===== src/hw/rtl/sfb_pkg.sv =====
// Shared constants and types for the screen fade brightness block.
`default_nettype none

package sfb_pkg;

    typedef logic [31:0] word_t;

    localparam int TIME_W   = 32;
    localparam int LEVEL_W  = 8;
    localparam int TICKS_W  = 16;
    localparam int CFG_IDX_W = 2;

    localparam logic [TICKS_W-1:0] PERMILLE     = 16'd1000;
    localparam logic [LEVEL_W-1:0] CHARGE_LEVEL = 8'd40;

    localparam logic [LEVEL_W-1:0] TARGET_RESET   = 8'd255;
    localparam logic [TICKS_W-1:0] FADE_IN_RESET  = 16'd100;
    localparam logic [TICKS_W-1:0] FADE_OUT_RESET = 16'd100;

    localparam logic [CFG_IDX_W-1:0] CFG_TARGET   = 2'd0;
    localparam logic [CFG_IDX_W-1:0] CFG_FADE_IN  = 2'd1;
    localparam logic [CFG_IDX_W-1:0] CFG_FADE_OUT = 2'd2;

endpackage

`default_nettype wire


===== src/hw/rtl/screen_fade_brightness.sv =====
// Display brightness fader top level with shared multiplier and divider.
//
//  channel   direction  beat contents
//  s_        in         tdata: now_time, screen_off_deadline; tuser: flags
//  m_        out        tdata: contrast_level
//  cfg_      in         cfg_index selects register, cfg_data carries value
//
// The shared divider retires two quotient bits a cycle, and a ramp with
// deadline update runs four divisions in sequence.
// Reset clears the registers to their defaults and the fade state to zero.
// s_tready is high only while idle; a result waiting on m_tready does not
// block the next accept, but a second result waits until the first leaves.
`default_nettype none

module screen_fade_brightness (
    input  wire logic                           clk,
    input  wire logic                           rst_n,
    input  wire logic                           s_tvalid,
    output logic                                s_tready,
    input  wire logic [63:0]                    s_tdata,  // now_time, screen_off_deadline
    input  wire logic [2:0]                     s_tuser,  // is_charging, pause_off, restart_fade
    output logic                                m_tvalid,
    input  wire logic                           m_tready,
    output logic [7:0]                          m_tdata,  // contrast_level
    input  wire logic                           cfg_valid,
    output logic                                cfg_ready,
    input  wire logic [sfb_pkg::CFG_IDX_W-1:0]  cfg_index,
    input  wire logic [sfb_pkg::TICKS_W-1:0]    cfg_data
);

    localparam logic [3:0] S_IDLE = 4'd0;
    localparam logic [3:0] S_PREP = 4'd1;
    localparam logic [3:0] S_MUL1 = 4'd2;
    localparam logic [3:0] S_DIV  = 4'd3;
    localparam logic [3:0] S_MUL2 = 4'd4;
    localparam logic [3:0] S_LVL  = 4'd5;
    localparam logic [3:0] S_TAIL = 4'd6;
    localparam logic [3:0] S_MUL4 = 4'd7;
    localparam logic [3:0] S_DL   = 4'd8;
    localparam logic [3:0] S_DONE = 4'd9;

    logic [3:0]                      state_reg, state_next;
    logic [3:0]                      ret_reg, ret_next;
    sfb_pkg::word_t                  now_reg, now_next;
    sfb_pkg::word_t                  off_reg, off_next;
    logic                            charging_reg, charging_next;
    logic                            paused_reg, paused_next;
    logic                            charge_reg, charge_next;
    sfb_pkg::word_t                  deadline_reg, deadline_next;
    logic [sfb_pkg::LEVEL_W-1:0]     level_reg, level_next;
    logic [sfb_pkg::TICKS_W-1:0]     div_rem_reg, div_rem_next;
    sfb_pkg::word_t                  div_quo_reg, div_quo_next;
    logic [sfb_pkg::TICKS_W-1:0]     div_den_reg, div_den_next;
    logic [3:0]                      div_cnt_reg, div_cnt_next;
    logic                            out_valid_reg, out_valid_next;
    logic [sfb_pkg::LEVEL_W-1:0]     out_data_reg, out_data_next;
    logic [sfb_pkg::LEVEL_W-1:0]     target_reg;
    logic [sfb_pkg::TICKS_W-1:0]     fin_reg;
    logic [sfb_pkg::TICKS_W-1:0]     fout_reg;

    logic [sfb_pkg::LEVEL_W-1:0]     target;
    logic [sfb_pkg::TICKS_W-1:0]     fin;
    logic [sfb_pkg::TICKS_W-1:0]     fout;

    sfb_pkg::word_t                  mul_a;
    logic [sfb_pkg::TICKS_W-1:0]     mul_b;
    logic [47:0]                     mul_full;
    sfb_pkg::word_t                  mul_p;

    logic [16:0]                     r1, r2;
    logic                            ge1, ge2;
    logic [15:0]                     rem1, rem2;
    sfb_pkg::word_t                  quo1, quo2;

    sfb_pkg::word_t                  s_now, s_off, d0;
    sfb_pkg::word_t                  left, start, run;
    logic                            a_hit, b_hit, charge_now;

    assign target = (target_reg == '0) ? 8'd1 : target_reg;
    assign fin    = (fin_reg == '0) ? 16'd1 : fin_reg;
    assign fout   = (fout_reg == '0) ? 16'd1 : fout_reg;

    assign s_now = s_tdata[31:0];
    assign s_off = s_tdata[63:32];

    assign s_tready  = (state_reg == S_IDLE);
    assign m_tvalid  = out_valid_reg;
    assign m_tdata   = out_data_reg;
    assign cfg_ready = 1'b1;

    assign mul_full = {16'd0, mul_a} * {32'd0, mul_b};
    assign mul_p    = mul_full[31:0];

    // two restoring divide steps per cycle
    always_comb
    begin
        r1   = {div_rem_reg, div_quo_reg[31]};
        ge1  = (r1 >= {1'b0, div_den_reg});
        rem1 = ge1 ? 16'(r1 - {1'b0, div_den_reg}) : r1[15:0];
        quo1 = {div_quo_reg[30:0], ge1};
        r2   = {rem1, quo1[31]};
        ge2  = (r2 >= {1'b0, div_den_reg});
        rem2 = ge2 ? 16'(r2 - {1'b0, div_den_reg}) : r2[15:0];
        quo2 = {quo1[30:0], ge2};
    end

    always_comb
    begin
        left       = off_reg - now_reg;
        start      = deadline_reg - {16'd0, fin};
        run        = now_reg - start;
        charge_now = charging_reg && !paused_reg && (off_reg < now_reg);
        a_hit      = !paused_reg && (off_reg >= now_reg) && (left <= {16'd0, fout});
        b_hit      = !charge_now && (deadline_reg != '0) && (now_reg <= deadline_reg);
        d0         = s_tuser[2] ? '0 : deadline_reg;
    end

    always_comb
    begin
        state_next     = state_reg;
        ret_next       = ret_reg;
        now_next       = now_reg;
        off_next       = off_reg;
        charging_next  = charging_reg;
        paused_next    = paused_reg;
        charge_next    = charge_reg;
        deadline_next  = deadline_reg;
        level_next     = level_reg;
        div_rem_next   = div_rem_reg;
        div_quo_next   = div_quo_reg;
        div_den_next   = div_den_reg;
        div_cnt_next   = div_cnt_reg;
        out_valid_next = out_valid_reg && !m_tready;
        out_data_next  = out_data_reg;
        mul_a          = div_quo_reg;
        mul_b          = sfb_pkg::PERMILLE;

        unique case (state_reg)
            S_IDLE:
            begin
                if (s_tvalid)
                begin
                    now_next      = s_now;
                    off_next      = s_off;
                    charging_next = s_tuser[0];
                    paused_next   = s_tuser[1];
                    deadline_next = (d0 == '0) ? s_now + {16'd0, fin} : d0;
                    state_next    = S_PREP;
                end
            end
            S_PREP:
            begin
                charge_next = charge_now;
                if (a_hit)
                begin
                    div_quo_next = left;
                    div_den_next = fout;
                    state_next   = S_MUL1;
                end
                else if (b_hit)
                begin
                    div_quo_next = run;
                    div_den_next = fin;
                    state_next   = S_MUL1;
                end
                else
                begin
                    if (charge_now)
                    begin
                        level_next = sfb_pkg::CHARGE_LEVEL;
                    end
                    state_next = S_TAIL;
                end
            end
            S_MUL1:
            begin
                div_quo_next = mul_p;
                div_rem_next = '0;
                div_cnt_next = '0;
                ret_next     = S_MUL2;
                state_next   = S_DIV;
            end
            S_DIV:
            begin
                div_rem_next = rem2;
                div_quo_next = quo2;
                div_cnt_next = div_cnt_reg + 4'd1;
                if (div_cnt_reg == 4'd15)
                begin
                    state_next = ret_reg;
                end
            end
            S_MUL2:
            begin
                mul_b        = {8'd0, target};
                div_quo_next = mul_p;
                div_den_next = sfb_pkg::PERMILLE;
                div_rem_next = '0;
                div_cnt_next = '0;
                ret_next     = S_LVL;
                state_next   = S_DIV;
            end
            S_LVL:
            begin
                level_next = div_quo_reg[7:0];
                state_next = S_TAIL;
            end
            S_TAIL:
            begin
                mul_a = {24'd0, level_reg};
                if ((level_reg <= target) && !charge_reg)
                begin
                    div_quo_next = mul_p;
                    div_den_next = {8'd0, target};
                    div_rem_next = '0;
                    div_cnt_next = '0;
                    ret_next     = S_MUL4;
                    state_next   = S_DIV;
                end
                else
                begin
                    state_next = S_DONE;
                end
            end
            S_MUL4:
            begin
                mul_b        = fin;
                div_quo_next = mul_p;
                div_den_next = sfb_pkg::PERMILLE;
                div_rem_next = '0;
                div_cnt_next = '0;
                ret_next     = S_DL;
                state_next   = S_DIV;
            end
            S_DL:
            begin
                deadline_next = now_reg + ({16'd0, fin} - div_quo_reg);
                state_next    = S_DONE;
            end
            S_DONE:
            begin
                if (!out_valid_reg || m_tready)
                begin
                    out_valid_next = 1'b1;
                    out_data_next  = level_reg;
                    state_next     = S_IDLE;
                end
            end
            default:
            begin
                state_next = S_IDLE;
            end
        endcase
    end

    always_ff @(posedge clk or negedge rst_n)
    begin
        if (!rst_n)
        begin
            state_reg     <= S_IDLE;
            ret_reg       <= S_IDLE;
            deadline_reg  <= '0;
            level_reg     <= '0;
            out_valid_reg <= 1'b0;
            target_reg    <= sfb_pkg::TARGET_RESET;
            fin_reg       <= sfb_pkg::FADE_IN_RESET;
            fout_reg      <= sfb_pkg::FADE_OUT_RESET;
        end
        else
        begin
            state_reg     <= state_next;
            ret_reg       <= ret_next;
            deadline_reg  <= deadline_next;
            level_reg     <= level_next;
            out_valid_reg <= out_valid_next;
            if (cfg_valid)
            begin
                unique case (cfg_index)
                    sfb_pkg::CFG_TARGET:   target_reg <= cfg_data[7:0];
                    sfb_pkg::CFG_FADE_IN:  fin_reg    <= cfg_data;
                    sfb_pkg::CFG_FADE_OUT: fout_reg   <= cfg_data;
                    default:               ;
                endcase
            end
        end
    end

    always_ff @(posedge clk)
    begin
        now_reg      <= now_next;
        off_reg      <= off_next;
        charging_reg <= charging_next;
        paused_reg   <= paused_next;
        charge_reg   <= charge_next;
        div_rem_reg  <= div_rem_next;
        div_quo_reg  <= div_quo_next;
        div_den_reg  <= div_den_next;
        div_cnt_reg  <= div_cnt_next;
        out_data_reg <= out_data_next;
    end

endmodule

`default_nettype wire

===== config.mk =====
export PLATFORM = sky130hd
export DESIGN_NAME = screen_fade_brightness
export DESIGN_NICKNAME = d
export VERILOG_FILES = /design/src/hw/rtl/sfb_pkg.sv /design/src/hw/rtl/screen_fade_brightness.sv
export SDC_FILE = /design/constraint.sdc
export NUM_CORES = 2
export LEC_CHECK = 0
export BUFFER_PORTS_ARGS = -buffer_cell sky130_fd_sc_hd__buf_2
export CAP_MARGIN = 10
export CORE_MARGIN = 1.5
export CORE_UTILIZATION = 60
export DETAILED_ROUTE_END_ITERATION = 10
export GPL_TIMING_DRIVEN = 1
export HOLD_SLACK_MARGIN = 0.15
export PLACE_DENSITY = 0.78
export SLEW_MARGIN = 20
export SYNTH_ARGS = -nofsm -noshare
export SYNTH_HDL_FRONTEND = slang
export SYNTH_SLANG_ARGS = --single-unit

===== constraint.sdc =====
create_clock -name clk -period 24.8 [get_ports clk]
set_clock_uncertainty 0.15 [all_clocks]
set_input_delay 3.72 -clock clk [delete_from_list [all_inputs] [get_ports clk]]
set_output_delay 3.72 -clock clk [all_outputs]
set_load 0.03 [all_outputs]

---- Word-level counts from Yosys, hierarchy flattened ----
Index checks and enable logic that the tools add are counted.
cells by class
  add/sub/neg operators ................... 9
  multiply operators ...................... 1
  $lt $le $gt $ge ......................... 7
  eq/ne operators ......................... 20
  muxes and demuxes ....................... 38
  reductions and logical operators ........ 41
operators with widths
  kind                                                            number
  32-bit two-way mux                                              7
  16-bit two-way mux                                              8
  32-bit one-hot mux with 4 select lines                          1
  16-bit one-hot mux with 3 select lines                          2
  32-bit one-hot mux with 2 select lines                          1
  32-bit subtractor                                               2
  17-bit by 16-bit greater-or-equal comparator with 1-bit output  2
  32-bit by 16-bit adder with 32-bit output                       1
  32-bit adder                                                    1
  32-bit greater-or-equal comparator                              1
  32-bit by 16-bit <= comparator with 1-bit output                1
  32-bit <= comparator                                            1
  16-bit zero test                                                2
  32-bit zero test                                                1
  32-bit less-than comparator                                     1
  32-bit by 16-bit multiplier with 32-bit output                  1
  8-bit two-way mux                                               4
  16-bit one-hot mux with 2 select lines                          1
  4-bit one-hot mux with 8 select lines                           1
  32-bit nonzero test                                             1
  16-bit subtractor                                               2
  16-bit by 32-bit subtractor with 32-bit output                  1
  32-bit by 16-bit subtractor with 32-bit output                  1
  4-bit two-way mux                                               6
  other kinds (29)                                                66
storage, ports and cells
  register bits after elaboration ......... 232
  input bits .............................. 90
  output and inout bits ................... 11
  word-level logic and storage cells ...... 134

---- Logic depth before layout (Yosys ltp) ----
  depth in word-level cells ............... 9
  gate-level depth with buffers ........... 31

---- Worst setup path after synthesis ----
OpenSTA, ideal clock, no wires.
  path type ............................... register to register
  start point ............................. reg now_reg[3]
  end point ............................... reg div_quo_reg[0], enable pin
  arrival time ............................ 7713 ps
  data required time ...................... 24137 ps
  path slack .............................. 16424 ps
  stages on the path, launching flop included .. 25
  cells stage by stage .................... edfxtp_1 -> inv_1 -> ha_1 -> a21o_1 -> a21oi_1 -> nand3_1 -> o21a_1 -> and2_1 -> a21oi_1 -> nand2b_1 -> a21oi_1 -> xnor2_1 -> ha_1 -> a21o_1 -> a21o_1 -> a211o_1 -> a21o_1 -> o21ai_0 -> nand4_1 -> a2111oi_0 -> nor4bb_1 -> nand4b_1 -> buf_2 -> nand4b_1 -> nor4b_1
on the way
  word-level cells in the longest chain between the ends .. 7
  elaborated cells on any way between the ends .. 13
RTL lines
  what                                                       line                           RTL
  start: declaration                                         screen_fade_brightness.sv:44   sfb_pkg::word_t now_reg, now_next;
  start signal: assignment                                   screen_fade_brightness.sv:290  now_reg <= now_next;
  branches (longest 5 deep; another with 32-bit subtractor)  n/a
  3-bit != test (no line) *                                  n/a
  3-bit AND reduction (no line) *                            n/a
  end signal: assignment                                     screen_fade_brightness.sv:296  div_quo_reg <= div_quo_next;
  end: declaration                                           screen_fade_brightness.sv:52   sfb_pkg::word_t div_quo_reg, div_quo_next;
Every way passes the cells marked *.
A chain may end at the register's enable or synchronous reset.

---- Worst setup path in the final report ----
  start point ............................. reg state_reg[3]
  end point ............................... reg div_quo_reg[31], data pin
on the way
  word-level cells in the longest chain between the ends .. 5
  elaborated cells on any way between the ends .. 12
RTL lines
  what                                                                          line                           RTL
  start: declaration                                                            screen_fade_brightness.sv:42   logic [3:0] state_reg, state_next;
  start signal: assignment                                                      screen_fade_brightness.sv:271  state_reg <= state_next;
  4-bit by 3-bit equality test with 1-bit output                                screen_fade_brightness.sv:138  unique case (state_reg)
  16-bit one-hot mux with 2 select lines or 32-bit two-way mux (tied branches)  screen_fade_brightness.sv:138
  32-bit by 16-bit multiplier with 32-bit output                                screen_fade_brightness.sv:91   assign mul_full = {16'd0, mul_a} * {32'd0, mul_b};
  32-bit two-way mux                                                            screen_fade_brightness.sv:211  if ((level_reg <= target) && !charge_reg)
  32-bit one-hot mux with 4 select lines *                                      screen_fade_brightness.sv:138
  via div_quo_next[31]                                                          screen_fade_brightness.sv:52
The timed path passes the listed nets; every way through them passes the cells marked *. The select of a mux whose other input is x is not followed.

==> metrics <==
Ports 101; CTS H-tree depth 1; dominant cells by area after synthesis fa_1 23%, edfxtp_1 14%, ha_1 11%; critical path class register to register; Clk pin slew, worst setup/hold paths 0.07 ns; largest area contributor in the netlist fa_1; Sum Neg Setup Slack 0 ns; post-CTS setup buffer count 0; Post-synth EDFFs 143; most frequent cell after synthesis inv_1; synthesized area 30900 sq um; die height 230 microns; remaining antenna violation count 0; Layout Nets 4259; main combinational cell family by area after synthesis adder cells; Synth top area share 0.226; Max-slew headroom 0.182; hold buffer count at CTS 0; synthesized flop and latch total approximately 230; largest net degree at the start of global routing 58; Routed Wire Length 92600 microns; CTS tree built; Starting Density 0.612; max-slew violations 0; DR vias/cell 6.12; DR top layer met4; Core ar. 50500 sq um; Synth Area in Simple Gates 0.149; gpl congestion 0.994; first-pass GRT wire length 145000 microns; routed wl met3 9570 microns; ant diodes 0; Final Setup Violations 0; Arr. time, crit path 9.40 ns; full die area approximately 53000 sq um; Final period util 0.372; Startpoint Class register; Post-synth top cells 540 x inv_1, 375 x nor2_1, 357 x nand2_1; RSZ-0062 raised after global routing no; Syn Area/Cell 8.83 sq um; TritonCTS Buffers 28; Adder-Cell Fraction of Synth Area 0.339; minimum clock period ~9.2 ns; CP peak stage delay 0.83 ns; Ys Warns 0; # resized after CTS 0; Least-Margin Pin Slew between 1 and 1.5 ns; max frequency 108 MHz; Final Util 0.654; Synth Area in Compound Gates 0.147; Clock Latency Late Sink 0.58 ns; DR WL/cell roughly 22 microns; share of cells above drive strength 1 0.0744; worst hold path type register to register; Most used DFF post-synth edfxtp_1; Cell Rows 82; Die Wd 230 microns; length of the first detailed-routing pass in iterations 8; root buffer cell clkbuf_16; count of different cell masters after synthesis 82; Max Cap Viol 0; Crit. End Element register; data required time of the worst path 24.98 ns; status finished, final reports clean; antenna violations before repair 0; number of hold violations in the final report 0; cell mode on critical path fa_1; metal2 WL between 40000 and 50000 microns; Longest Clk Path Bufs 3; number of global-route vias before repair 25899; DR iter-0 viols 2576; vias 25917; sequential fraction of the synthesis area 0.212; synth-to-layout area growth 6.90%; clock tree sinks about 230; syn nets approximately 4200; GR Util All Layers 0.356; port bufs 99; wire length on met1 36700 microns; DRC Markers 0; post-synthesis mux area share 0.0240; Synth async-reset ratio 0.384; Worst Path Max Fanout 42; Slowest cell on crit path or2_2; grt total ovfl 0; xor and xnor area share after synthesis 0.0475; Mapped Cells 3500; HPWL after DPL 74300 microns
[placed cells by master (no fill, tap or decap), types with 16 or more instances in the layout]
master	Yosys	layout
nand4_1	27	27
buf_4	2	34
o21ai_1	21	20
ha_1	281	281
mux2_2	41	41
inv_1	540	539
o21bai_1	22	22
mux2i_1	28	28
dfrtp_1	75	75
a21o_1	69	69
xor2_1	58	58
nand3_1	64	64
a211oi_1	28	28
nor2b_1	30	30
nor3_1	53	52
fa_1	348	348
clkbuf_16	0	29
a21oi_1	200	198
buf_2	3	98
a22oi_1	28	28
xnor2_1	107	107
and2_1	16	16
o21a_1	50	50
or3_1	19	19
o21ai_0	124	124
o211ai_1	19	19
nand2b_1	29	29
a221oi_1	17	16
edfxtp_1	143	143
nor2_1	375	372
nand2_1	357	356
nor4_1	25	25
[layer usage]
metal  track usage  vias up
met5             0        -
met4         0.165        0
met1         0.477    12530
li1              -    11787
met2         0.559     1339
met3        0.0694      261
[cell families after synthesis]
family | Yosys count
AND/OR/NAND/NOR | 1043
adder cells (fa/ha/maj) | 629
buffers and inverters | 662
flip-flops | 232
other | 1
multiplexers | 69
AO/OA/AOI/OAI | 698
XOR/XNOR | 166
[worst max-delay path, delay by kind of cell, from the launching register on]
| kind | cells | cell delay, ns |
|---|---|---|
| AND/OR/NAND/NOR | 7 | 2.28 |
| adder cells (fa/ha/maj) | 7 | 2.93 |
| AO/OA/AOI/OAI | 8 | 2.59 |
| buffers and inverters | 2 | 0.12 |
| flip-flops | 1 | 0.71 |
| XOR/XNOR | 1 | 0.17 |
[stage by stage]
| stage | hold slack, ns | setup WS [ns] | cell area [sq um] | std cells |
|---|---|---|---|---|
| 2_1_floorplan | 0.297 | 16.42 | 30900 | 3500 |
| 5_1_grt | 0.371 | 15.07 | 33000 | 4234 |
| 3_5_place_dp | 0.348 | 15.86 | 32100 | 4182 |
| 4_1_cts | 0.360 | 15.82 | 33000 | 4234 |
| 6_report | 0.358 | 15.58 | 33000 | 4234 |
| 3_3_place_gp | 0.340 | 16.02 | 32100 | 4182 |
[layout make-up]
cell class              instances  area [sq um]
repair buffers                132           746
clock buffers                  35           768
inverters                     540          2030
flip-flops and latches        232          6540
multi-input cells            2606         21900
fillers                      4252         17500
well taps                     672           841
clock inverters                17           191
[final timing paths]
kind / from / to / slack, ns / cells after the start
min in group asynchronous: rst_n / deadline_reg[7]$_DFFE_PN0P_ / 2.97 / 1
worst min-delay path: level_reg[0]$_DFFE_PN0P_ / m_tdata[0]$_DFFE_PP_ / 0.36 / 0
worst min register to register: level_reg[0]$_DFFE_PN0P_ / m_tdata[0]$_DFFE_PP_ / 0.36 / 0
max in group asynchronous: rst_n / level_reg[0]$_DFFE_PN0P_ / 20.34 / 2
worst max-delay path: state_reg[3]$_DFFE_PN0P_ / div_quo_reg[31]$_DFFE_PP_ / 15.58 / 25
worst max register to register: state_reg[3]$_DFFE_PN0P_ / div_quo_reg[31]$_DFFE_PP_ / 15.58 / 25
Power is left out: the tool's default activity adds up to more than one toggle a clock period on the data nets, which glitch-free logic cannot reach.
